File: config.mk
export PLATFORM = sky130hd
export DESIGN_NAME = indexed_sequence_store
export DESIGN_NICKNAME = d
export VERILOG_FILES = /design/src/sv/iss_pkg.sv /design/src/sv/indexed_sequence_store.sv
export SDC_FILE = /design/constraint.sdc
export NUM_CORES = 2
export LEC_CHECK = 0
export ABC_AREA = 1
export BUFFER_PORTS_ARGS = -buffer_cell sky130_fd_sc_hd__buf_2
export CAP_MARGIN = 20
export CORE_MARGIN = 2
export CORE_UTILIZATION = 37
export DETAILED_ROUTE_END_ITERATION = 16
export SKIP_LAST_GASP = 1
export SYNTH_ARGS = -nofsm -noshare
export SYNTH_HDL_FRONTEND = slang
export SYNTH_SLANG_ARGS = --single-unit
export TNS_END_PERCENT = 5
File: constraint.sdc
create_clock -name clk -period 6.5 [get_ports clk]
set_input_delay 0.325 -clock clk [delete_from_list [all_inputs] [get_ports clk]]
set_output_delay 0.325 -clock clk [all_outputs]
set_load 0.05 [all_outputs]
File: src/sv/iss_pkg.sv
// shared codes and field widths for the indexed sequence store
package iss_pkg;

  localparam int unsigned DEPTH   = 64;

  localparam int unsigned FUNC_W  = 3;
  localparam int unsigned POS_W   = 6;
  localparam int unsigned VALUE_W = 32;
  localparam int unsigned LEN_W   = 7;
  localparam int unsigned STAT_W  = 2;

  typedef logic [FUNC_W-1:0]  func_t;
  typedef logic [POS_W-1:0]   pos_t;
  typedef logic [VALUE_W-1:0] value_t;
  typedef logic [LEN_W-1:0]   len_t;
  typedef logic [STAT_W-1:0]  status_t;

  localparam func_t FUNC_ADD_FRONT = 3'd0;
  localparam func_t FUNC_ADD_BACK  = 3'd1;
  localparam func_t FUNC_REMOVE    = 3'd2;
  localparam func_t FUNC_READ      = 3'd3;
  localparam func_t FUNC_WRITE     = 3'd4;

  localparam status_t STATUS_OK      = 2'd0;
  localparam status_t STATUS_FULL    = 2'd1;
  localparam status_t STATUS_BAD_POS = 2'd2;

endpackage

File: src/sv/indexed_sequence_store.sv
// ring-buffer sequence store with front/back add, indexed read, write and remove
// add, overwrite and unused codes answer from the execute state; a read also passes a read-wait state
// remove at position p moves each later element down one slot: one memory read and one
// write per moved element, overlapped through the single-port-read element memory
// throughput: one request at a time, busy high from accept until the result cycle; no stall
// synchronous active-low reset empties the store; element memory is not cleared
module indexed_sequence_store (
  input  logic                   clk,
  input  logic                   rst_n,
  input  logic                   start,
  output logic                   busy,
  input  iss_pkg::func_t         in_func,
  input  iss_pkg::pos_t          in_position,
  input  logic signed [31:0]     in_item_value,
  output logic                   out_valid,
  output logic signed [31:0]     out_read_value,
  output iss_pkg::len_t          out_length,
  output iss_pkg::status_t       out_status
);

  localparam int unsigned DEPTH = iss_pkg::DEPTH;
  localparam int unsigned PW = (DEPTH > 1) ? $clog2(DEPTH) : 1;
  localparam int unsigned CW = $clog2(DEPTH + 1);
  localparam int unsigned XW = (CW > iss_pkg::POS_W) ? CW : iss_pkg::POS_W;

  localparam logic [1:0] S_IDLE   = 2'd0;
  localparam logic [1:0] S_EXEC   = 2'd1;
  localparam logic [1:0] S_RDWAIT = 2'd2;
  localparam logic [1:0] S_SHIFT  = 2'd3;

  logic [1:0]             state_r, state_nxt;
  logic [CW-1:0]          cnt_r, cnt_nxt;
  logic [PW-1:0]          fp_r, fp_nxt;
  logic                   wr_pend_r, wr_pend_nxt;
  logic [CW-1:0]          rd_idx_r, rd_idx_nxt;
  logic [PW-1:0]          wr_idx_r, wr_idx_nxt;

  iss_pkg::func_t         func_r;
  iss_pkg::pos_t          pos_r;
  iss_pkg::value_t        val_r;

  logic                   out_valid_r, out_valid_nxt;
  iss_pkg::value_t        out_rv_r, out_rv_nxt;
  iss_pkg::len_t          out_len_r, out_len_nxt;
  iss_pkg::status_t       out_st_r, out_st_nxt;

  iss_pkg::value_t        mem [DEPTH];
  iss_pkg::value_t        rdata_r;
  logic                   mem_we, mem_re;
  logic [PW-1:0]          mem_wa, mem_ra;
  iss_pkg::value_t        mem_wd;

  logic                   full, pos_ok;
  logic [PW-1:0]          fp_dec;

  function automatic logic [PW-1:0] slot_of(input logic [PW-1:0] base,
                                            input logic [PW-1:0] p);
    logic [PW:0] s;
    s = {1'b0, base} + {1'b0, p};
    if (s >= (PW+1)'(DEPTH)) begin
      s = s - (PW+1)'(DEPTH);
    end
    return s[PW-1:0];
  endfunction

  assign full   = (cnt_r == CW'(DEPTH));
  assign pos_ok = (XW'(pos_r) < XW'(cnt_r));
  assign fp_dec = (fp_r == '0) ? PW'(DEPTH - 1) : fp_r - PW'(1);

  always_comb begin
    state_nxt     = state_r;
    cnt_nxt       = cnt_r;
    fp_nxt        = fp_r;
    wr_pend_nxt   = wr_pend_r;
    rd_idx_nxt    = rd_idx_r;
    wr_idx_nxt    = wr_idx_r;
    out_valid_nxt = 1'b0;
    out_rv_nxt    = '0;
    out_st_nxt    = iss_pkg::STATUS_OK;
    mem_we        = 1'b0;
    mem_wa        = '0;
    mem_wd        = val_r;
    mem_re        = 1'b0;
    mem_ra        = '0;
    unique case (state_r)
      S_IDLE: begin
        if (start) begin
          state_nxt = S_EXEC;
        end
      end
      S_EXEC: begin
        state_nxt     = S_IDLE;
        out_valid_nxt = 1'b1;
        unique case (func_r)
          iss_pkg::FUNC_ADD_FRONT: begin
            if (full) begin
              out_st_nxt = iss_pkg::STATUS_FULL;
            end else begin
              fp_nxt  = fp_dec;
              mem_we  = 1'b1;
              mem_wa  = fp_dec;
              cnt_nxt = cnt_r + CW'(1);
            end
          end
          iss_pkg::FUNC_ADD_BACK: begin
            if (full) begin
              out_st_nxt = iss_pkg::STATUS_FULL;
            end else begin
              mem_we  = 1'b1;
              mem_wa  = slot_of(fp_r, PW'(cnt_r));
              cnt_nxt = cnt_r + CW'(1);
            end
          end
          iss_pkg::FUNC_REMOVE: begin
            if (!pos_ok) begin
              out_st_nxt = iss_pkg::STATUS_BAD_POS;
            end else begin
              out_valid_nxt = 1'b0;
              state_nxt     = S_SHIFT;
              rd_idx_nxt    = CW'(pos_r) + CW'(1);
              wr_idx_nxt    = PW'(pos_r);
              wr_pend_nxt   = 1'b0;
            end
          end
          iss_pkg::FUNC_READ: begin
            if (!pos_ok) begin
              out_st_nxt = iss_pkg::STATUS_BAD_POS;
            end else begin
              out_valid_nxt = 1'b0;
              state_nxt     = S_RDWAIT;
              mem_re        = 1'b1;
              mem_ra        = slot_of(fp_r, PW'(pos_r));
            end
          end
          iss_pkg::FUNC_WRITE: begin
            if (!pos_ok) begin
              out_st_nxt = iss_pkg::STATUS_BAD_POS;
            end else begin
              mem_we = 1'b1;
              mem_wa = slot_of(fp_r, PW'(pos_r));
            end
          end
          default: begin
          end
        endcase
      end
      S_RDWAIT: begin
        state_nxt     = S_IDLE;
        out_valid_nxt = 1'b1;
        out_rv_nxt    = rdata_r;
      end
      S_SHIFT: begin
        // read element k+1 while writing the one fetched last cycle into slot k
        if (rd_idx_r < cnt_r) begin
          mem_re      = 1'b1;
          mem_ra      = slot_of(fp_r, PW'(rd_idx_r));
          rd_idx_nxt  = rd_idx_r + CW'(1);
        end
        wr_pend_nxt = (rd_idx_r < cnt_r);
        if (wr_pend_r) begin
          mem_we     = 1'b1;
          mem_wa     = slot_of(fp_r, wr_idx_r);
          mem_wd     = rdata_r;
          wr_idx_nxt = wr_idx_r + PW'(1);
        end
        if (!(rd_idx_r < cnt_r)) begin
          state_nxt     = S_IDLE;
          cnt_nxt       = cnt_r - CW'(1);
          out_valid_nxt = 1'b1;
        end
      end
    endcase
    out_len_nxt = iss_pkg::LEN_W'(cnt_nxt);
  end

  always_ff @(posedge clk) begin
    if (!rst_n) begin
      state_r     <= S_IDLE;
      cnt_r       <= '0;
      fp_r        <= '0;
      wr_pend_r   <= 1'b0;
      out_valid_r <= 1'b0;
    end else begin
      state_r     <= state_nxt;
      cnt_r       <= cnt_nxt;
      fp_r        <= fp_nxt;
      wr_pend_r   <= wr_pend_nxt;
      out_valid_r <= out_valid_nxt;
    end
  end

  always_ff @(posedge clk) begin
    if (state_r == S_IDLE && start) begin
      func_r <= in_func;
      pos_r  <= in_position;
      val_r  <= in_item_value;
    end
    rd_idx_r <= rd_idx_nxt;
    wr_idx_r <= wr_idx_nxt;
    if (out_valid_nxt) begin
      out_rv_r  <= out_rv_nxt;
      out_len_r <= out_len_nxt;
      out_st_r  <= out_st_nxt;
    end
  end

  always_ff @(posedge clk) begin
    if (mem_we) begin
      mem[mem_wa] <= mem_wd;
    end
    if (mem_re) begin
      rdata_r <= mem[mem_ra];
    end
  end

  assign busy           = (state_r != S_IDLE);
  assign out_valid      = out_valid_r;
  assign out_read_value = out_rv_r;
  assign out_length     = out_len_r;
  assign out_status     = out_st_r;

  a_result_after_work: assert property (@(posedge clk) disable iff (!rst_n)
    out_valid |-> $past(busy))
    else $error("result without a request in progress");

  a_result_frees_block: assert property (@(posedge clk) disable iff (!rst_n)
    out_valid |-> !busy)
    else $error("block still busy during result cycle");

  a_accept_goes_busy: assert property (@(posedge clk) disable iff (!rst_n)
    (start && !busy) |=> busy)
    else $error("accepted beat did not raise busy");

  a_count_bounded: assert property (@(posedge clk) disable iff (!rst_n)
    (cnt_r <= CW'(DEPTH)) && (fp_r <= PW'(DEPTH - 1)))
    else $error("length or front pointer out of range");

  a_length_step: assert property (@(posedge clk) disable iff (!rst_n)
    out_valid |-> (out_length == $past(out_len_nxt)))
    else $error("reported length does not follow stored count");

endmodule
==> metrics.yaml <==
r2r-end: "mem[43][24]"
tritoncts: "built"
synth_top_family_by_area: "simple AND/OR/NAND/NOR gates"
via_count: 64609
final_nets: 8686
dr_wl_met3_um: 23200
drt_pass1_iterations: 6
cts.sink_count: 2192
dieArea_um2: 265000
reg2reg_setup_slack_ps: 1440
synth-simple-area-share_pct: 22.8
ys_types: 40
max_cap_viol_count: 0
synth_fa_ha_area_share_pct: 0.562
numCtsBuffers: 219
wirelength_um: 279000
syn2layout_area_growth_pct: 13.1
critPathCaptureType: "register"
syn-num-nets: 8687
whs_endpoint: "val_r[20]"
pwr-share-comb_pct: 3.1
insertion_delay_ps: 890
p_switching_w: 0.00627
fin_cells: 12190
min_path_type: "in -> reg"
hpwl_um: 160000
met1_length_um: 116000
crit_type: "reg -> reg"
min_period_ps: 5060
setup_slack_ps: 1440
crit_required_ps: 7050
drt_iter0_markers: 7799
finClkSkew_ps: 57.4
fillCellCount: 24085
drc: 0
final_area_um2: 109000
pwr-share-clk_pct: 42.8
grt_max_degree: 166
irDropWorstVdd_v: 0.000312
pre_cts_slack_ps: 1530
seq_power_share_pct: 54.1
post_dp_cell_area_um2: 102000
clkSlewWorstSetupHoldPaths_ps: 70
setup_tns_ps: 0
die_w_um: 515
hold_depth: 2
avgSynthCellArea_um2: 11.2
wl_met2_um: 130000
rr_startpoint: "cnt_r[4]"
synth_compound_area_share_pct: 0.948
design.core.area_um2: 260000
async_reset_ff_share_pct: 0
ys_seq_area_share_pct: 68.0
synth_xor_area_share_pct: 0.245
h-tree-depth: 4
clockRootBuffer: "clkbuf_16"
rows: 187
rsz0062_at_grt: "false"
grt_pass1_wl_um: 413000
power.leakage_nw: 40.6
top_layer_used: "met5"
ioPinCount: 87
initial_core_util_pct: 37.2
crit_arrival_ps: 5610
slew_headroom_pct: 22.8
wire_per_inst_um: 22.9
max_freq_ghz: 0.198
synth_seq_cells: 2192
antenna_found_initial: 14
start_kind: "register"
synthFlopType: "edfxtp_1"
synthMuxAreaShare_pct: 0
power_density_nw_per_um2: 265
postRouteAntennaNets: 0
hold_viol: 0
swShare_pct: 21.6
slew_violations: 0
track_usage_pct: 20.7
outcome: "finished, final reports clean"
syn_inst: 8602
gp_congestion: 0.903
viasPerCell: 5.30
yosysWarnings: 0
synth_area_um2: 96600
crit_fanout: 20
placedCellCount: 11726
finalCritPeriodShare_pct: 77.8
overflow: 0
internal_power_w: 0.0227
post_cts_resized: 0
synth_edf_count: 2175
worst_r2r_path_depth: 15
clk_path_buf_depth: 3
drive_above_1_share_pct: 8.50
io_buffers: 86
min_from: "in_item_value[20]"
setup-violations-final: 0
worst_pin_slew_ps: 1160
grt_pass1_vias: 62358
die_h_um: 515
-- layout by cell type (no fill, tap or decap), drive strengths merged, types with 8 or more instances in the layout --
| master | instances |
|---|---|
| dlygate4sd3 | 43 |
| dfxtp | 17 |
| nand4 | 8 |
| a21oi | 27 |
| bufinv | 17 |
| xor2 | 23 |
| buf | 283 |
| ha | 37 |
| nand2 | 1395 |
| o21ai | 125 |
| nand3b | 800 |
| clkinv | 114 |
| nand3 | 1981 |
| nor2 | 135 |
| edfxtp | 2175 |
| or2 | 36 |
| clkbuf | 260 |
| inv | 1269 |
-- cells in the mapped netlist, drive strengths merged (4+ instances only) --
| library cell | number | area [um2] |
|---|---|---|
| nand3b | 800 | 6010 |
| o21ai | 125 | 626 |
| a21oi | 27 | 135 |
| nor2 | 135 | 514 |
| nand3 | 1981 | 9910 |
| nand4 | 8 | 62.6 |
| ha | 37 | 463 |
| inv | 1259 | 4730 |
| xor2 | 23 | 201 |
| dfxtp | 17 | 340 |
| clkbuf | 181 | 679 |
| buf | 367 | 1840 |
| or2 | 36 | 225 |
| xnor2 | 4 | 35.0 |
| fa | 4 | 80.1 |
| a31oi | 5 | 31.3 |
| edfxtp | 2175 | 65300 |
| nor3 | 6 | 30.0 |
| nand2 | 1395 | 5250 |
-- how the worst max path moves through the flow --
stage	from	endpoint	slack, ps
finish	cnt_r[4]	mem[43][24]	1440
CTS	fp_r[1]	mem[0][5]	1500
global route	cnt_r[5]	mem[47][22]	1170
detailed placement	fp_r[1]	mem[0][16]	1530
global placement	cnt_r[4]	mem[47][0]	1410
floorplan	state_r[0]	mem[0][0]	1940
-- state kept, by name, indices dropped and copies added (netlist names) --
| register | flops |
|---|---|
| mem | 2048 |
| out_read_value | 32 |
| rdata_r | 32 |
| val_r | 32 |
| cnt_r | 7 |
| out_length | 7 |
| rd_idx_r | 7 |
| fp_r | 6 |
| pos_r | 6 |
| wr_idx_r | 6 |
| func_r | 3 |
| out_status | 2 |
| state_r | 2 |
| out_valid | 1 |
| wr_pend_r | 1 |
-- power by group through the flow --
| stage | registers, W | clock network, W | logic, W |
|---|---|---|---|
| 3_3_place_gp | 0.0160 | 0 | 0.000849 |
| 4_1_cts | 0.0157 | 0.0126 | 0.000885 |
| 2_1_floorplan | 0.0161 | 0 | 0.000359 |
| 3_5_place_dp | 0.0160 | 0 | 0.000861 |
| 6_report | 0.0157 | 0.0124 | 0.000889 |
| 5_1_grt | 0.0157 | 0.0131 | 0.000948 |
-- kinds of logic after synthesis --
logic type / count (synthesis)
compound gates: 172
xor+xnor: 27
fa+ha+maj: 41
buf+inv: 1807
flops: 2192
simple gates: 4363
-- routing by layer --
layer / GRT usage [%] / vias up
met3: 3.52 / 424
met2: 33.1 / 2758
met5: 0 / -
li1: - / 29535
met4: 7.31 / 6
met1: 28.4 / 31886
-- final cells by class --
type	instances	area [um2]	area share, %
Inverter	1259	4750	4.35
Sequential cell	2192	65700	60.1
Clock inverter	145	1320	1.21
Antenna cell	3	7.51	0.00687
Tap cell	3402	4260	3.90
Clock buffer	260	5660	5.18
Timing Repair Buffer	326	2950	2.70
Multi-Input combinational cell	4603	24700	22.6
-- through the flow --
| step | hold WS (ps) | util [%] | total power, W |
|---|---|---|---|
| 6_report | 170 | 42.1 | 0.0290 |
| 5_1_grt | 140 | 42.1 | 0.0298 |
| 4_1_cts | 113 | 42.0 | 0.0292 |
| 3_5_place_dp | 481 | 39.1 | 0.0168 |
| 3_3_place_gp | 455 | 39.0 | 0.0168 |
| 2_1_floorplan | 423 | - | 0.0164 |
-- critical path, stage by stage (launching register included) --
cell	delay, ps
dfxtp_1	420
inv_1	140
ha_1	330
nand2_1	70
nand2_1	70
a21boi_2	240
nand2_1	140
nor2_2	230
nand2_1	90
o21ai_1	80
a21oi_1	60
o2bb2ai_1	600
and2_1	260
nand2_1	610
nor2_4	1000
buf_4	370
-- repair_timing --
action / 4_1_cts / 5_1_grt
hold buffers: 43 / 0
endpoints found under the hold margin: 53 / 0
buffers inserted: 0 / 0
Power figures use the tool's default switching activity.
